### config.mk
export PLATFORM = sky130hd
export DESIGN_NAME = priority_ready_queue_scheduler_top
export DESIGN_NICKNAME = d
export VERILOG_FILES = /design/src/rtl/prqs_pkg.sv /design/src/rtl/priority_ready_queue_scheduler_top.sv /design/src/rtl/prqs_ram.sv
export SDC_FILE = /design/constraint.sdc
export NUM_CORES = 1
export LEC_CHECK = 0
export ABC_AREA = 1
export BUFFER_PORTS_ARGS = -buffer_cell sky130_fd_sc_hd__buf_2
export CORE_ASPECT_RATIO = 1.2
export CORE_MARGIN = 4
export CORE_UTILIZATION = 50
export CTS_CLUSTER_DIAMETER = 120
export DETAILED_ROUTE_END_ITERATION = 10
export GPL_ROUTABILITY_DRIVEN = 0
export PLACE_DENSITY = 0.7
export SLEW_MARGIN = 20
export SYNTH_ARGS = -nofsm -noshare
export SYNTH_HDL_FRONTEND = slang
export SYNTH_SLANG_ARGS = --single-unit
### constraint.sdc
create_clock -name clk_i -period 12.1 [get_ports clk_i]
set_input_delay 1.815 -clock clk_i [delete_from_list [all_inputs] [get_ports clk_i]]
set_output_delay 1.815 -clock clk_i [all_outputs]
set_load 0.005 [all_outputs]
### src/rtl/prqs_pkg.sv
// ----------------------------------------------------------------------------
// prqs_pkg
// Shared types, constants and helpers for the priority ready-queue scheduler.
// ----------------------------------------------------------------------------
package prqs_pkg;

  // Sizing of the task pool and of the priority levels
  localparam int NumTasks  = 64;
  localparam int NumLevels = 32;

  // Fixed payload widths
  localparam int TaskW = 6;
  localparam int PrioW = 5;

  // Address widths of the per-level and per-task stores
  localparam int LevelAw = (NumLevels > 1) ? $clog2(NumLevels) : 1;
  localparam int TaskAw  = (NumTasks > 1) ? $clog2(NumTasks) : 1;

  // Action codes of an input transaction
  localparam logic ActEnqueue = 1'b0;
  localparam logic ActPick    = 1'b1;

  // Highest set bit of the ready bitmap (zero when the map is empty)
  function automatic logic [LevelAw-1:0] top_level(input logic [NumLevels-1:0] map);
    logic [LevelAw-1:0] res;
    res = '0;
    for (int i = 0; i < NumLevels; i++) begin
      if (map[i]) begin
        res = LevelAw'(i);
      end
    end
    return res;
  endfunction

endpackage

### src/rtl/priority_ready_queue_scheduler_top.sv
// ----------------------------------------------------------------------------
// priority_ready_queue_scheduler_top
// Bitmap-indexed ready queues of task indices, one FIFO per priority level.
// ----------------------------------------------------------------------------
// Each transaction is handled on its own; in_ready_o is high only while the
// sequencer is idle. An enqueue writes head and tail from idle when its level
// is empty and passes through StEnqLink when it appends behind the current
// tail, since the tail RAM read is registered. A nonempty pick runs StIdle,
// StPickChk and StPickOut plus any wait for the output register to free up:
// select the top level and read its head and tail, compare them and read the
// head's next link, then retire the result and write back the new head. An
// empty pick skips the lookup and waits in StPickOut alike; it returns
// found_o = 0, picked_task_o = 0. Enqueuing a task that is already queued is
// not allowed. The head, tail and link stores are not cleared at reset.
module priority_ready_queue_scheduler_top
  import prqs_pkg::*;
(
  input  logic             clk_i,
  input  logic             rst_ni,
  input  logic             in_valid_i,
  output logic             in_ready_o,
  input  logic             action_i,
  input  logic [TaskW-1:0] task_index_i,
  input  logic [PrioW-1:0] priority_req_i,
  output logic             out_valid_o,
  input  logic             out_ready_i,
  output logic [TaskW-1:0] picked_task_o,
  output logic             found_o
);

  // Sequencer states
  localparam int StW = 2;
  localparam logic [StW-1:0] StIdle    = 2'd0;
  localparam logic [StW-1:0] StEnqLink = 2'd1;
  localparam logic [StW-1:0] StPickChk = 2'd2;
  localparam logic [StW-1:0] StPickOut = 2'd3;

  logic [StW-1:0]       state_q, state_d;
  logic [NumLevels-1:0] bitmap_q, bitmap_d;
  logic [TaskW-1:0]     task_q, task_d;
  logic [LevelAw-1:0]   lvl_q, lvl_d;
  logic [TaskW-1:0]     res_task_q, res_task_d;
  logic                 res_found_q, res_found_d;
  logic                 wb_q, wb_d;
  logic                 out_valid_q, out_valid_d;
  logic [TaskW-1:0]     out_task_q, out_task_d;
  logic                 out_found_q, out_found_d;

  // RAM ports
  logic               head_we, head_re, tail_we, tail_re, link_we, link_re;
  logic [LevelAw-1:0] head_waddr, head_raddr, tail_waddr, tail_raddr;
  logic [TaskAw-1:0]  link_waddr, link_raddr;
  logic [TaskW-1:0]   head_wdata, tail_wdata, link_wdata;
  logic [TaskW-1:0]   head_rdata, tail_rdata, link_rdata;

  logic               in_fire;
  logic               in_ok;
  logic [LevelAw-1:0] in_lvl;
  logic               out_free;

  assign in_ready_o = (state_q == StIdle);
  assign in_fire    = in_valid_i & in_ready_o;
  assign in_lvl     = LevelAw'(priority_req_i);
  assign in_ok      = (int'(task_index_i) < NumTasks) && (int'(priority_req_i) < NumLevels);
  assign out_free   = ~out_valid_q | out_ready_i;

  // Sequencer
  always_comb begin
    state_d     = state_q;
    bitmap_d    = bitmap_q;
    task_d      = task_q;
    lvl_d       = lvl_q;
    res_task_d  = res_task_q;
    res_found_d = res_found_q;
    wb_d        = wb_q;
    out_valid_d = out_valid_q & ~out_ready_i;
    out_task_d  = out_task_q;
    out_found_d = out_found_q;

    head_we = 1'b0; head_waddr = lvl_q; head_wdata = task_q;
    head_re = 1'b0; head_raddr = in_lvl;
    tail_we = 1'b0; tail_waddr = lvl_q; tail_wdata = task_q;
    tail_re = 1'b0; tail_raddr = in_lvl;
    link_we = 1'b0; link_waddr = TaskAw'(tail_rdata); link_wdata = task_q;
    link_re = 1'b0; link_raddr = TaskAw'(head_rdata);

    case (state_q)
      StIdle: begin
        if (in_fire) begin
          task_d = task_index_i;
          lvl_d  = in_lvl;
          if (action_i == ActEnqueue) begin
            // Start a new list, or fetch the tail to append behind it
            if (in_ok) begin
              if (!bitmap_q[in_lvl]) begin
                head_we    = 1'b1;
                head_waddr = in_lvl;
                head_wdata = task_index_i;
                tail_we    = 1'b1;
                tail_waddr = in_lvl;
                tail_wdata = task_index_i;
                bitmap_d[in_lvl] = 1'b1;
              end else begin
                tail_re    = 1'b1;
                tail_raddr = in_lvl;
                state_d    = StEnqLink;
              end
            end
          end else begin
            // Select the top level and read its head and tail
            if (bitmap_q != '0) begin
              lvl_d      = top_level(bitmap_q);
              head_re    = 1'b1;
              head_raddr = top_level(bitmap_q);
              tail_re    = 1'b1;
              tail_raddr = top_level(bitmap_q);
              state_d    = StPickChk;
            end else begin
              res_task_d  = '0;
              res_found_d = 1'b0;
              wb_d        = 1'b0;
              state_d     = StPickOut;
            end
          end
        end
      end
      StEnqLink: begin
        // Link the old tail to the new task and move the tail
        link_we    = 1'b1;
        link_waddr = TaskAw'(tail_rdata);
        link_wdata = task_q;
        tail_we    = 1'b1;
        tail_waddr = lvl_q;
        tail_wdata = task_q;
        state_d    = StIdle;
      end
      StPickChk: begin
        // Pop the head; drop the level bit when it was the last task
        res_task_d  = head_rdata;
        res_found_d = 1'b1;
        if (head_rdata == tail_rdata) begin
          bitmap_d[lvl_q] = 1'b0;
          wb_d            = 1'b0;
        end else begin
          link_re    = 1'b1;
          link_raddr = TaskAw'(head_rdata);
          wb_d       = 1'b1;
        end
        state_d = StPickOut;
      end
      StPickOut: begin
        // Retire the result and advance the head
        if (out_free) begin
          out_valid_d = 1'b1;
          out_task_d  = res_task_q;
          out_found_d = res_found_q;
          if (wb_q) begin
            head_we    = 1'b1;
            head_waddr = lvl_q;
            head_wdata = link_rdata;
          end
          state_d = StIdle;
        end
      end
      default: begin
        state_d = StIdle;
      end
    endcase
  end

  // Control state
  always_ff @(posedge clk_i or negedge rst_ni) begin
    if (!rst_ni) begin
      state_q     <= StIdle;
      bitmap_q    <= '0;
      out_valid_q <= 1'b0;
    end else begin
      state_q     <= state_d;
      bitmap_q    <= bitmap_d;
      out_valid_q <= out_valid_d;
    end
  end

  // Payload
  always_ff @(posedge clk_i) begin
    task_q      <= task_d;
    lvl_q       <= lvl_d;
    res_task_q  <= res_task_d;
    res_found_q <= res_found_d;
    wb_q        <= wb_d;
    out_task_q  <= out_task_d;
    out_found_q <= out_found_d;
  end

  assign out_valid_o   = out_valid_q;
  assign picked_task_o = out_task_q;
  assign found_o       = out_found_q;

  // Per-level head and tail, per-task next link
  prqs_ram #(.Width(TaskW), .Depth(NumLevels)) u_head_ram (
    .clk_i  (clk_i),
    .we_i   (head_we),
    .waddr_i(head_waddr),
    .wdata_i(head_wdata),
    .re_i   (head_re),
    .raddr_i(head_raddr),
    .rdata_o(head_rdata)
  );

  prqs_ram #(.Width(TaskW), .Depth(NumLevels)) u_tail_ram (
    .clk_i  (clk_i),
    .we_i   (tail_we),
    .waddr_i(tail_waddr),
    .wdata_i(tail_wdata),
    .re_i   (tail_re),
    .raddr_i(tail_raddr),
    .rdata_o(tail_rdata)
  );

  prqs_ram #(.Width(TaskW), .Depth(NumTasks)) u_link_ram (
    .clk_i  (clk_i),
    .we_i   (link_we),
    .waddr_i(link_waddr),
    .wdata_i(link_wdata),
    .re_i   (link_re),
    .raddr_i(link_raddr),
    .rdata_o(link_rdata)
  );

endmodule

### src/rtl/prqs_ram.sv
// ----------------------------------------------------------------------------
// prqs_ram
// Generic single-write, single-read RAM with registered read data.
// ----------------------------------------------------------------------------
module prqs_ram #(
  parameter int Width = 8,
  parameter int Depth = 32,
  localparam int AddrW = (Depth > 1) ? $clog2(Depth) : 1
) (
  input  logic             clk_i,
  input  logic             we_i,
  input  logic [AddrW-1:0] waddr_i,
  input  logic [Width-1:0] wdata_i,
  input  logic             re_i,
  input  logic [AddrW-1:0] raddr_i,
  output logic [Width-1:0] rdata_o
);

  logic [Width-1:0] mem_q [Depth];
  logic [Width-1:0] rdata_q;

  // Write port
  always_ff @(posedge clk_i) begin
    if (we_i) begin
      mem_q[waddr_i] <= wdata_i;
    end
  end

  // Registered read, hold the last word when idle
  always_ff @(posedge clk_i) begin
    if (re_i) begin
      rdata_q <= mem_q[raddr_i];
    end
  end

  assign rdata_o = rdata_q;

endmodule

==> flow_summary_export.csv, run 1 <==
group,metric,value,unit
clock_network,cts.reportedPaths.clkPinSlew,0.06,ns
floorplanning,core_area,72600,sq um
floorplanning,die_y,305,um
logic_synthesis,synth_edf_count,812,
cells_and_area,finalNonFillerCells,4278,
floorplanning,num_rows,108,
logic_synthesis,syn_inst,3326,
worst_setup_path,required,12.34,ns
flow_run,cap_violations,0,
logic_synthesis,yosysMostFrequentCell,"edfxtp_1",
clock_network,worstSkewPairLatency,0.63,ns
clock_network,post_cts_buffers,0,
logic_synthesis,synth_top_family_by_area,"simple AND/OR/NAND/NOR gates",
logic_synthesis,synth_compound_area_share,8.38,%
sta,fin_setup_tns,0,ns
logic_synthesis,yosysUniqueCellTypes,42,
worst_setup_path,cp-end-kind,"flop",
sta,finalHoldViolCount,0,
sta,slew-limit-headroom,25.4,%
route,dr_total_vias,25100,
floorplanning,initial_core_util,50.6,%
sta,finalCritPeriodShare,45.6,%
worst_setup_path,critical_path_buf_inv_count,5,
sta,tightest_slew,1.12,ns
logic_synthesis,synth.area.top_cells,"edfxtp_1, nand3_1, nand2_1",
logic_synthesis,synthSimpleGateAreaFrac,17.1,%
logic_synthesis,syn_avg_cell_area,11.0,sq um
logic_synthesis,syn_nets,3346,
cells_and_area,drive_gt1_share,7.15,%
worst_setup_path,path_max_fanout,17,
sta,rsz0062_at_grt,"false",
route,drcViolationCount,0,
global_routing,antenna_found_initial,0,
hold_path,holdPathEnd,"picked_task_o[5]$_DFFE_PP_",
global_routing,grt_pass1_vias,24200,
place,dp.cells,4122,
logic_synthesis,yosysTopAreaCell,"edfxtp_1",
sta,finClkSkew,0.0145,ns
worst_setup_path,crit_family,"simple AND/OR/NAND/NOR gates",
power_and_ir_drop,irDropWorstVdd,180,uV
floorplanning,dieWidth,255,um
route,dr.first_iter.drc_count,2815,
worst_setup_path,worst_path_largest_cell_delay,0.79,ns
sta,fin_crit,5.51,ns
place,place_area,37600,sq um
logic_synthesis,ys_seq_area_share,68.8,%
logic_synthesis,yosysWarnings,0,
run_status,status,"finished, final reports clean",
route,routedWlPerCell,21.0,um
cells_and_area,antenna_cells,0,
cells_and_area,fin_area,40400,sq um
global_routing,grt_max_degree,193,
worst_setup_path,crit_arrival,5.76,ns
worst_setup_path,r2r-end,"u_head_ram.rdata_o[5]$_DFFE_PP_",
cells_and_area,final_nets,3296,
clock_network,cts_sinks,847,
route,firstDrtPassIters,6,
clock_network,cts_hold_buf,0,
hold_path,min_path_cells,0,
place,io_buffer_count,24,
clock_network,cts_resized,0,
route,drt-total-wl,89.9,mm
worst_setup_path,reg2reg_slack,6.77,ns
floorplanning,io_pins,25,
clock_network,cts_buffers,86,
hold_path,hp-start,"res_task_q[5]$_SDFFCE_PN0P_",
logic_synthesis,syn_area,36700,sq um
logic_synthesis,synth_commonest_cells,"edfxtp_1, nand2_1, nand3_1",
worst_setup_path,reg2reg_from,"state_q[0]$_DFFE_PN0P_",
logic_synthesis,ys.flop_type,"edfxtp_1",
power_and_ir_drop,pwr_density_cell,200,nW/um^2
logic_synthesis,synth_fa_ha_area_share,0.136,%
worst_setup_path,path_class,"primary input to flop",
logic_synthesis,synth_seq_cells,847,
worst_setup_path,worst_setup_path_start_kind,"primary input",
worst_setup_path,crit_chain,"buf_2, inv_1, nor2_1, a22oi_1, o221ai_1, a22o_1, a221oi_2, nand2_1, inv_2, nand3_2, nor2_2, inv_2, o21ai_0, inv_1, nor2_1, nand2_1, nor3_1",
logic_synthesis,synthMuxAreaShare,0,%
route,drtAntennaViolNets,0,
logic_synthesis,yosys.area.top_type_share,66.4,%
sta,drv_slew,0,
global_routing,grt.overflow.total,0,
route,vias_per_cell,5.88,
clock_network,clock-root-buffer,"clkbuf_16",
sta,setup_viol,0,
hold_path,worst_hold_path_type,"flop to flop",
worst_setup_path,ff2ff_path_depth,14,
worst_setup_path,crit_slowest_cell,"nor3_1",
logic_synthesis,synth-async-reset-ratio,4.13,%
logic_synthesis,synth_xor_area_share,0,%
clock_network,htree_levels,3,
place,hpwlAfterDp,51.7,mm
clock_network,cts_tree,"yes",
global_routing,grt_pass1_wl,138,mm
sta,max_freq,181,MHz
power_and_ir_drop,power.leakage,14.5,nW
clock_network,clock_path_buffers,3,
cells_and_area,syn2layout_area_growth,9.88,%
floorplanning,die-area,77900,sq um
global_routing,track_usage,22.5,%
-- layout make-up --
cell class	instances	area, sq um
clock buffers	105	2250
well taps	935	1170
repair buffers	73	520
clock inverters	50	400
inverters	294	1110
multi-input cells	1974	9640
flip-flops and latches	847	25300
fillers	6025	32200
-- layout by cell type, fill, tap and decap left out, types with 3 or more instances in the layout --
cell        count
clkbuf_1       17
buf_2          24
a32oi_1        16
nor4_1          8
o22ai_1       112
a22oi_1         9
nand3b_1       48
nand4_1         9
clkinvlp_4      5
o21ai_2         7
a21oi_1        26
o221ai_1       22
dfrtp_1        35
o21ai_0       301
inv_2          10
inv_1         280
clkbuf_16      87
buf_4          47
o211ai_1        6
ha_1            4
nand3_1       441
o21a_1          3
clkinv_1       17
nor2_1        341
a31oi_4         6
o32ai_1         3
nand2_1       503
edfxtp_1      812
nor3_1         77
inv_6           7
clkinv_2       18
bufinv_16       5
nor2_2          3
-- where the power goes --
group | internal (mW) | total [mW] | switching, mW
combinational | 0.368 | 1.74 | 1.37
clock | 1.44 | 2.52 | 1.09
sequential | 3.75 | 3.82 | 0.0755
-- state kept, by name, summed over array words and instances (netlist names), 2 cells and up --
signal and count:
bitmap_q 32, lvl_q 5, u_head_ram.rdata_o 6, u_link_ram.mem_q 384
res_task_q 6, u_head_ram.mem_q 192, u_link_ram.rdata_o 6, state_q 2
link_wdata 6, picked_task_o 6, u_tail_ram.mem_q 192, u_tail_ram.rdata_o 6
-- stage by stage --
stage / total power, mW / utilization, % / hold WS, ns / setup WS [ns]
after floorplan: 4.85 / - / 0.400 / 6.73
after global placement: 5.58 / 51.9 / 0.404 / 5.94
after detailed placement: 5.60 / 51.9 / 0.406 / 6.11
after CTS: 8.09 / 55.5 / 0.420 / 6.75
after global routing: 8.40 / 55.6 / 0.431 / 6.15
final: 8.08 / 55.6 / 0.425 / 6.59
-- routing by layer --
metal / wire length, um / part of all wire [%] / global-route usage, %
met5: 0 / 0 / 0
met4: 3540 / 3.9 / 9.16
met3: 6800 / 7.6 / 3.02
met2: 43900 / 49 / 37.8
met1: 35600 / 40 / 29.9
-- cell families (layout without fill, tap and decap cells) --
group | count (synthesis) | in the layout
fa+ha+maj | 4 | 4
flops | 847 | 847
simple gates | 1438 | 1438
compound gates | 532 | 532
buf+inv | 505 | 522
-- worst reg2reg max path, stage by stage, from the launching register on --
cell and delay, ns:
dfrtp_1 0.40, inv_1 0.11, ha_1 0.63, nand2_1 0.46
inv_2 0.49, nand3_4 0.86, nand2_8 0.81, buf_16 0.43
nand2_1 0.23, nand3_1 0.09, nand3_1 0.12, nand3_1 0.17
nand2_1 0.10, nand2_1 0.10, nand2_1 0.09
-- how the worst max path moves through the flow --
stage | slack [ns] | cells after the start | end | start
floorplan | 6.73 | 16 | u_head_ram.mem_q[0][1]$_DFFE_PP_ | priority_req_i[1]
global placement | 5.94 | 16 | u_tail_ram.mem_q[0][0]$_DFFE_PP_ | priority_req_i[0]
detailed placement | 6.11 | 12 | u_tail_ram.rdata_o[2]$_DFFE_PP_ | in_valid_i
CTS | 6.75 | 12 | u_tail_ram.rdata_o[2]$_DFFE_PP_ | in_valid_i
global route | 6.15 | 17 | u_head_ram.mem_q[2][0]$_DFFE_PP_ | priority_req_i[0]
finish | 6.59 | 17 | u_head_ram.mem_q[2][2]$_DFFE_PP_ | priority_req_i[0]
(Power assumes the default switching activity.)
==> run 2: changes to the inputs <==
- ABC_AREA: 1 -> 0
- clock period: 12.1 -> 5.6 ns (I/O delays scaled with it)
==> run 2 against run 1 <==
Effect of this change: hold slack worse by 0.14 ns; routed wire length up 2.0%; final cell count down 25%; clock skew up 0.0058 ns; critical path depth down 6; die area down 1.9%; flip-flop and latch count unchanged; synthesized area down 1.9%; largest cell class unchanged.
==> flow_summary_export.csv, run 2 <==
group,metric,value,unit
run_status,status,"finished, final reports clean",
worst_setup_path,reg2reg_from,"bitmap_q[21]$_DFFE_PN0P_",
worst_setup_path,worst_setup_path_start_kind,"flop",
logic_synthesis,syn_inst,2221,
sta,rsz0062_at_grt,"false",
logic_synthesis,synthSimpleGateAreaFrac,4.48,%
power_and_ir_drop,pwr_density_cell,470,nW/um^2
worst_setup_path,cp-end-kind,"flop",
sta,tightest_slew,1.16,ns
logic_synthesis,yosysUniqueCellTypes,65,
flow_run,cap_violations,0,
logic_synthesis,synth.area.top_cells,"edfxtp_1, mux4_2, o211ai_1",
logic_synthesis,synth_commonest_cells,"edfxtp_1, o211ai_1, nor2_1",
logic_synthesis,synth-async-reset-ratio,4.13,%
clock_network,htree_levels,3,
cells_and_area,drive_gt1_share,18.0,%
floorplanning,die_y,302,um
clock_network,cts_buffers,85,
route,firstDrtPassIters,5,
clock_network,worstSkewPairLatency,0.65,ns
clock_network,post_cts_buffers,0,
floorplanning,io_pins,25,
sta,finalCritPeriodShare,91.9,%
global_routing,grt.overflow.total,0,
worst_setup_path,required,5.93,ns
power_and_ir_drop,power.leakage,12.0,nW
route,drtAntennaViolNets,0,
logic_synthesis,ys_seq_area_share,70.1,%
route,dr.first_iter.drc_count,2511,
cells_and_area,register_area,25300,sq um
logic_synthesis,synth_fa_ha_area_share,0.139,%
cells_and_area,top_register,"u_link_ram.mem_q",
clock_network,clock-root-buffer,"clkbuf_16",
worst_setup_path,worst_path_largest_cell_delay,0.82,ns
floorplanning,initial_core_util,50.6,%
sta,finClkSkew,0.0203,ns
route,dr_total_vias,21500,
clock_network,cts_hold_buf,0,
logic_synthesis,synth_compound_area_share,12.5,%
logic_synthesis,yosysTopAreaCell,"edfxtp_1",
cells_and_area,syn2layout_area_growth,10.8,%
power_and_ir_drop,power,18.8,mW
global_routing,antenna_found_initial,2,
logic_synthesis,yosys.area.top_type_share,67.7,%
sta,finalHoldViolCount,0,
global_routing,grt_pass1_vias,21700,
worst_setup_path,crit_slowest_cell,"a2111oi_0",
floorplanning,num_rows,107,
worst_setup_path,crit_path_start,"bitmap_q[21]$_DFFE_PN0P_",
cells_and_area,layout.cells.most_common,"edfxtp_1",
global_routing,track_usage,24.1,%
power_and_ir_drop,irDropWorstVdd,601,uV
logic_synthesis,syn_avg_cell_area,16.2,sq um
worst_setup_path,critical_path_buf_inv_count,3,
sta,slew-limit-headroom,22.7,%
sta,fin_crit,5.14,ns
floorplanning,die-area,76400,sq um
global_routing,grt_pass1_wl,138,mm
cells_and_area,multiInputGateArea,10000,sq um
worst_setup_path,path_max_fanout,90,
worst_setup_path,path_class,"flop to flop",
cells_and_area,final_nets,2226,
logic_synthesis,synth_xor_area_share,0.146,%
worst_setup_path,cpMostUsedCell,"buf_4",
logic_synthesis,syn_area,36000,sq um
cells_and_area,largest_register_ffs,384,
logic_synthesis,synth_top_family_by_area,"compound AO/OA/AOI/OAI gates",
clock_network,cts_tree,"yes",
logic_synthesis,ys.flop_type,"edfxtp_1",
floorplanning,dieWidth,253,um
route,routedWlPerCell,28.7,um
route,drcViolationCount,0,
clock_network,cts.reportedPaths.clkPinSlew,0.06,ns
logic_synthesis,synth_edf_count,812,
cells_and_area,top_regs,"u_link_ram.mem_q (384), u_head_ram.mem_q (192), u_tail_ram.mem_q (192)",
clock_network,clock_path_buffers,3,
worst_setup_path,crit_arrival,5.48,ns
logic_synthesis,synth_seq_cells,847,
route,drt-total-wl,91.7,mm
sta,max_freq,194,MHz
global_routing,grt_max_degree,145,
worst_setup_path,crit_family,"compound AO/OA/AOI/OAI gates",
logic_synthesis,yosysMostFrequentCell,"edfxtp_1",
route,vias_per_cell,6.73,
place,io_buffer_count,24,
worst_setup_path,crit_chain,"nor4_1, nand4_2, o31ai_4, inv_4, o22a_4, buf_4, o211ai_1, a211oi_1, a2111oi_0, buf_4, nand4_1",
place,hpwlAfterDp,57.4,mm
sta,fin_setup_tns,0,ns
cells_and_area,fill_cells,5447,
sta,drv_slew,0,
hold_path,worst_hold_path_type,"primary input to asynchronous set/reset pin",
cells_and_area,final_cell_mix,"edfxtp_1, o211ai_1, nor2_1",
logic_synthesis,synthMuxAreaShare,10.3,%
floorplanning,core_area,71200,sq um
logic_synthesis,yosysWarnings,0,
clock_network,cts_resized,0,
clock_network,cts_sinks,847,
sta,setup_viol,0,
logic_synthesis,syn_nets,2241,
run 2: changes by cell type after synthesis, sizes merged, moves of 134 or more:
cell / change
nand3: -427
nand2: -426
o211ai: +288
inv: -272
o21ai: -260
nor2: -184
mux4: +134
run 2: cell families after synthesis:
group                      count (synthesis)
xor gates and xnor gates                   6
DFF                                      847
and+or+nand+nor                          351
AOI/OAI and AO/OA                        612
adders and majority gates                  4
muxes                                    195
buffers and inverters                    206
run 2: report_power, final:
| group | switching [mW] | total [mW] | internal, mW |
|---|---|---|---|
| registers | 0.278 | 8.11 | 7.83 |
| clock network | 2.39 | 5.52 | 3.13 |
| logic | 3.77 | 5.14 | 1.36 |
run 2: layer usage:
| metal | global-route usage [%] | vias to the layer above | wire (um) |
|---|---|---|---|
| met1 | 31.0 | 10900 | 34100 |
| met3 | 4.07 | 227 | 7340 |
| met4 | 10.7 | 0 | 4040 |
| li1 | - | 9186 | - |
| met5 | 0 | - | 0 |
| met2 | 40.6 | 1181 | 46200 |
run 2: path summary, 6_finish.rpt:
check,cells past startpoint,slack [ns],end
worst max-delay path,11,0.46,u_head_ram.rdata_o[0]$_DFFE_PP_
worst min-delay path,1,0.29,out_valid_o$_DFF_PN0_
worst max register to register,11,0.46,u_head_ram.rdata_o[0]$_DFFE_PP_
worst min register to register,0,0.42,found_o$_DFFE_PP_
max in group asynchronous,1,4.80,bitmap_q[30]$_DFFE_PN0P_
min in group clk_i,1,0.39,link_wdata[1]$_DFFE_PP_
run 2: cell type report:
class | instances | area share, %
sequential | 847 | 63.3
multi-input combinational | 1168 | 25.2
clock buffer | 96 | 5.43
tap | 926 | 2.90
timing repair buffer | 86 | 1.69
clock inverter | 57 | 1.33
inverter | 18 | 0.176
antenna | 1 | 0.00627
run 2: per-stage QoR:
step | worst slack [ns] | hold WS [ns] | instances | utilization, % | cell area, sq um
final | 0.456 | 0.286 | 3199 | 56.0 | 39900
after floorplan | 1.40 | 0.400 | 2221 | - | 36000
after CTS | 0.457 | 0.273 | 3196 | 55.9 | 39800
after detailed placement | 0.498 | 0.406 | 3043 | 52.2 | 37100
after global placement | 0.574 | 0.403 | 3043 | 52.2 | 37100
after global routing | 0.211 | 0.335 | 3198 | 56.0 | 39900
==> run 3: changes to the inputs <==
- REMOVE_ABC_BUFFERS: not set -> 1
- clock period: 5.6 -> 6.5 ns (I/O delays scaled with it)
==> run 3 against run 2 <==
Effect of this change: clock skew rose by 0.015 ns; fmax fell by 4.7%; via count fell by 0.22%; flip-flop and latch count did not move; first-iteration DRC count rose by 9.9%; critical path type unchanged.
==> flow_summary_export.csv, run 3 (same netlist as run 2, synthesis figures left out) <==
group,metric,value,unit
run_status,status,"finished, final reports clean",
cells_and_area,fin_area,39800,sq um
cells_and_area,finalNonFillerCells,3182,
global_routing,grt_pass1_wl,139,mm
sta,slew-limit-headroom,22.5,%
cells_and_area,top_regs,"u_link_ram.mem_q (384), u_head_ram.mem_q (192), u_tail_ram.mem_q (192)",
worst_setup_path,path_max_fanout,61,
route,vias_per_cell,6.75,
worst_setup_path,worst_setup_path_start_kind,"flop",
global_routing,grt_pass1_vias,21400,
power_and_ir_drop,power,16.2,mW
place,dp.cells,3030,
global_routing,antenna_found_initial,0,
sta,rsz0062_at_grt,"false",
floorplanning,core_area,71200,sq um
floorplanning,die_y,302,um
cells_and_area,fin_util,55.9,%
global_routing,grt-busiest-layer,"met2",
global_routing,grt.overflow.total,0,
route,drt-total-wl,91.6,mm
route,drtAntennaViolNets,0,
clock_network,cts_resized,0,
worst_setup_path,crit_arrival,5.74,ns
sta,drv_slew,0,
global_routing,track_usage,24.1,%
floorplanning,num_rows,107,
place,io_buffer_count,24,
sta,finalHoldViolCount,0,
floorplanning,io_pins,25,
cells_and_area,final_cell_mix,"edfxtp_1, o211ai_1, nor2_1",
cells_and_area,largest_register_ffs,384,
clock_network,cts.reportedPaths.clkPinSlew,0.06,ns
global_routing,gr-usage-met2,40.9,%
cells_and_area,layout.cells.most_common,"edfxtp_1",
global_routing,grt_max_degree,146,
floorplanning,initial_core_util,50.6,%
cells_and_area,antenna_cells,0,
sta,tightest_slew,1.16,ns
worst_setup_path,path_class,"flop to flop",
worst_setup_path,worst_path_largest_cell_delay,0.87,ns
cells_and_area,drive_gt1_share,17.1,%
cells_and_area,final_nets,2210,
sta,setup_viol,0,
power_and_ir_drop,power.leakage,11.9,nW
sta,max_freq,185,MHz
sta,finalCritPeriodShare,83.0,%
clock_network,clock_path_buffers,3,
route,firstDrtPassIters,6,
cells_and_area,syn2layout_area_growth,10.6,%
flow_run,cap_violations,0,
place,hpwlAfterDp,56.5,mm
route,drcViolationCount,0,
clock_network,post_cts_buffers,0,
clock_network,clock-root-buffer,"clkbuf_16",
clock_network,worstSkewPairLatency,0.65,ns
sta,finClkSkew,0.0353,ns
clock_network,cts_hold_buf,0,
clock_network,cts_buffers,84,
route,dr.first_iter.drc_count,2760,
clock_network,cts_sinks,847,
power_and_ir_drop,pwr_density_cell,406,nW/um^2
place,place_ws,1.17,ns
global_routing,grt_use_met3,3.11,%
worst_setup_path,required,6.84,ns
route,dr_total_vias,21500,
clock_network,cts_tree,"yes",
power_and_ir_drop,irDropWorstVdd,856,uV
route,routedWlPerCell,28.8,um
worst_setup_path,crit_slowest_cell,"a2111oi_0",
global_routing,gr-usage-met1,32.2,%
cells_and_area,top_register,"u_link_ram.mem_q",
floorplanning,die-area,76400,sq um
hold_path,worst_hold_path_type,"flop to flop",
sta,setup_ws,1.10,ns
place,place_area,37000,sq um
sta,fin_crit,5.40,ns
clock_network,htree_levels,3,
floorplanning,dieWidth,253,um
worst_setup_path,cp-end-kind,"flop",
worst_setup_path,crit_chain,"nor4_1, nand4_2, o31ai_4, inv_4, o22a_4, o21ai_4, buf_4, mux2_2, a2111oi_0, nand4_1",
## run 3: path summary, 6_finish.rpt
| check | from | endpoint | slack [ns] | depth (start not counted) |
|---|---|---|---|---|
| max | bitmap_q[21]$_DFFE_PN0P_ | u_tail_ram.rdata_o[0]$_DFFE_PP_ | 1.10 | 10 |
| min | res_task_q[1]$_SDFFCE_PN0P_ | picked_task_o[1]$_DFFE_PP_ | 0.41 | 0 |
| max reg2reg | bitmap_q[21]$_DFFE_PN0P_ | u_tail_ram.rdata_o[0]$_DFFE_PP_ | 1.10 | 10 |
| min reg2reg | res_task_q[1]$_SDFFCE_PN0P_ | picked_task_o[1]$_DFFE_PP_ | 0.41 | 0 |
| max in group asynchronous | rst_ni | bitmap_q[9]$_DFFE_PN0P_ | 5.51 | 1 |
| min in group asynchronous | rst_ni | bitmap_q[23]$_DFFE_PN0P_ | 0.44 | 1 |
## run 3: worst max-delay path: cells and delay by family (launching register included)
| kind | cells | cell delay [ns] |
|---|---|---|
| buffers and inverters | 2 | 0.67 |
| flip-flops | 1 | 0.42 |
| AO/OA/AOI/OAI | 4 | 2.47 |
| multiplexers | 1 | 0.38 |
| AND/OR/NAND/NOR | 3 | 1.14 |
## run 3: where the power goes
group / internal (mW) / total (mW) / switching [mW] / leakage (nW)
combinational: 1.09 / 4.37 / 3.28 / 2.79
sequential: 6.74 / 6.95 / 0.208 / 7.80
clock: 2.81 / 4.86 / 2.05 / 1.34
## run 3: area by class of cell
cell class / count / area, sq um
clock buffers: 109 / 2280
clock inverters: 43 / 484
fillers: 5390 / 31400
inverters: 18 / 70.1
multi-input cells: 1168 / 10000
flip-flops and latches: 847 / 25300
well taps: 926 / 1160
repair buffers: 71 / 543
## run 3: per-layer routing
metal  up-vias  share of wire, %
li1       9144                 -
met1     10900                38
met3       222               7.7
met2      1199                50
met5         -                 0
met4         0               3.9
## run 3: stage by stage
step                hold slack (ns)  TNS [ns]
detailed placement            0.405         0
global placement              0.403         0
CTS                           0.415         0
finish                        0.406         0
floorplan                     0.400    -72.81
global route                  0.427         0
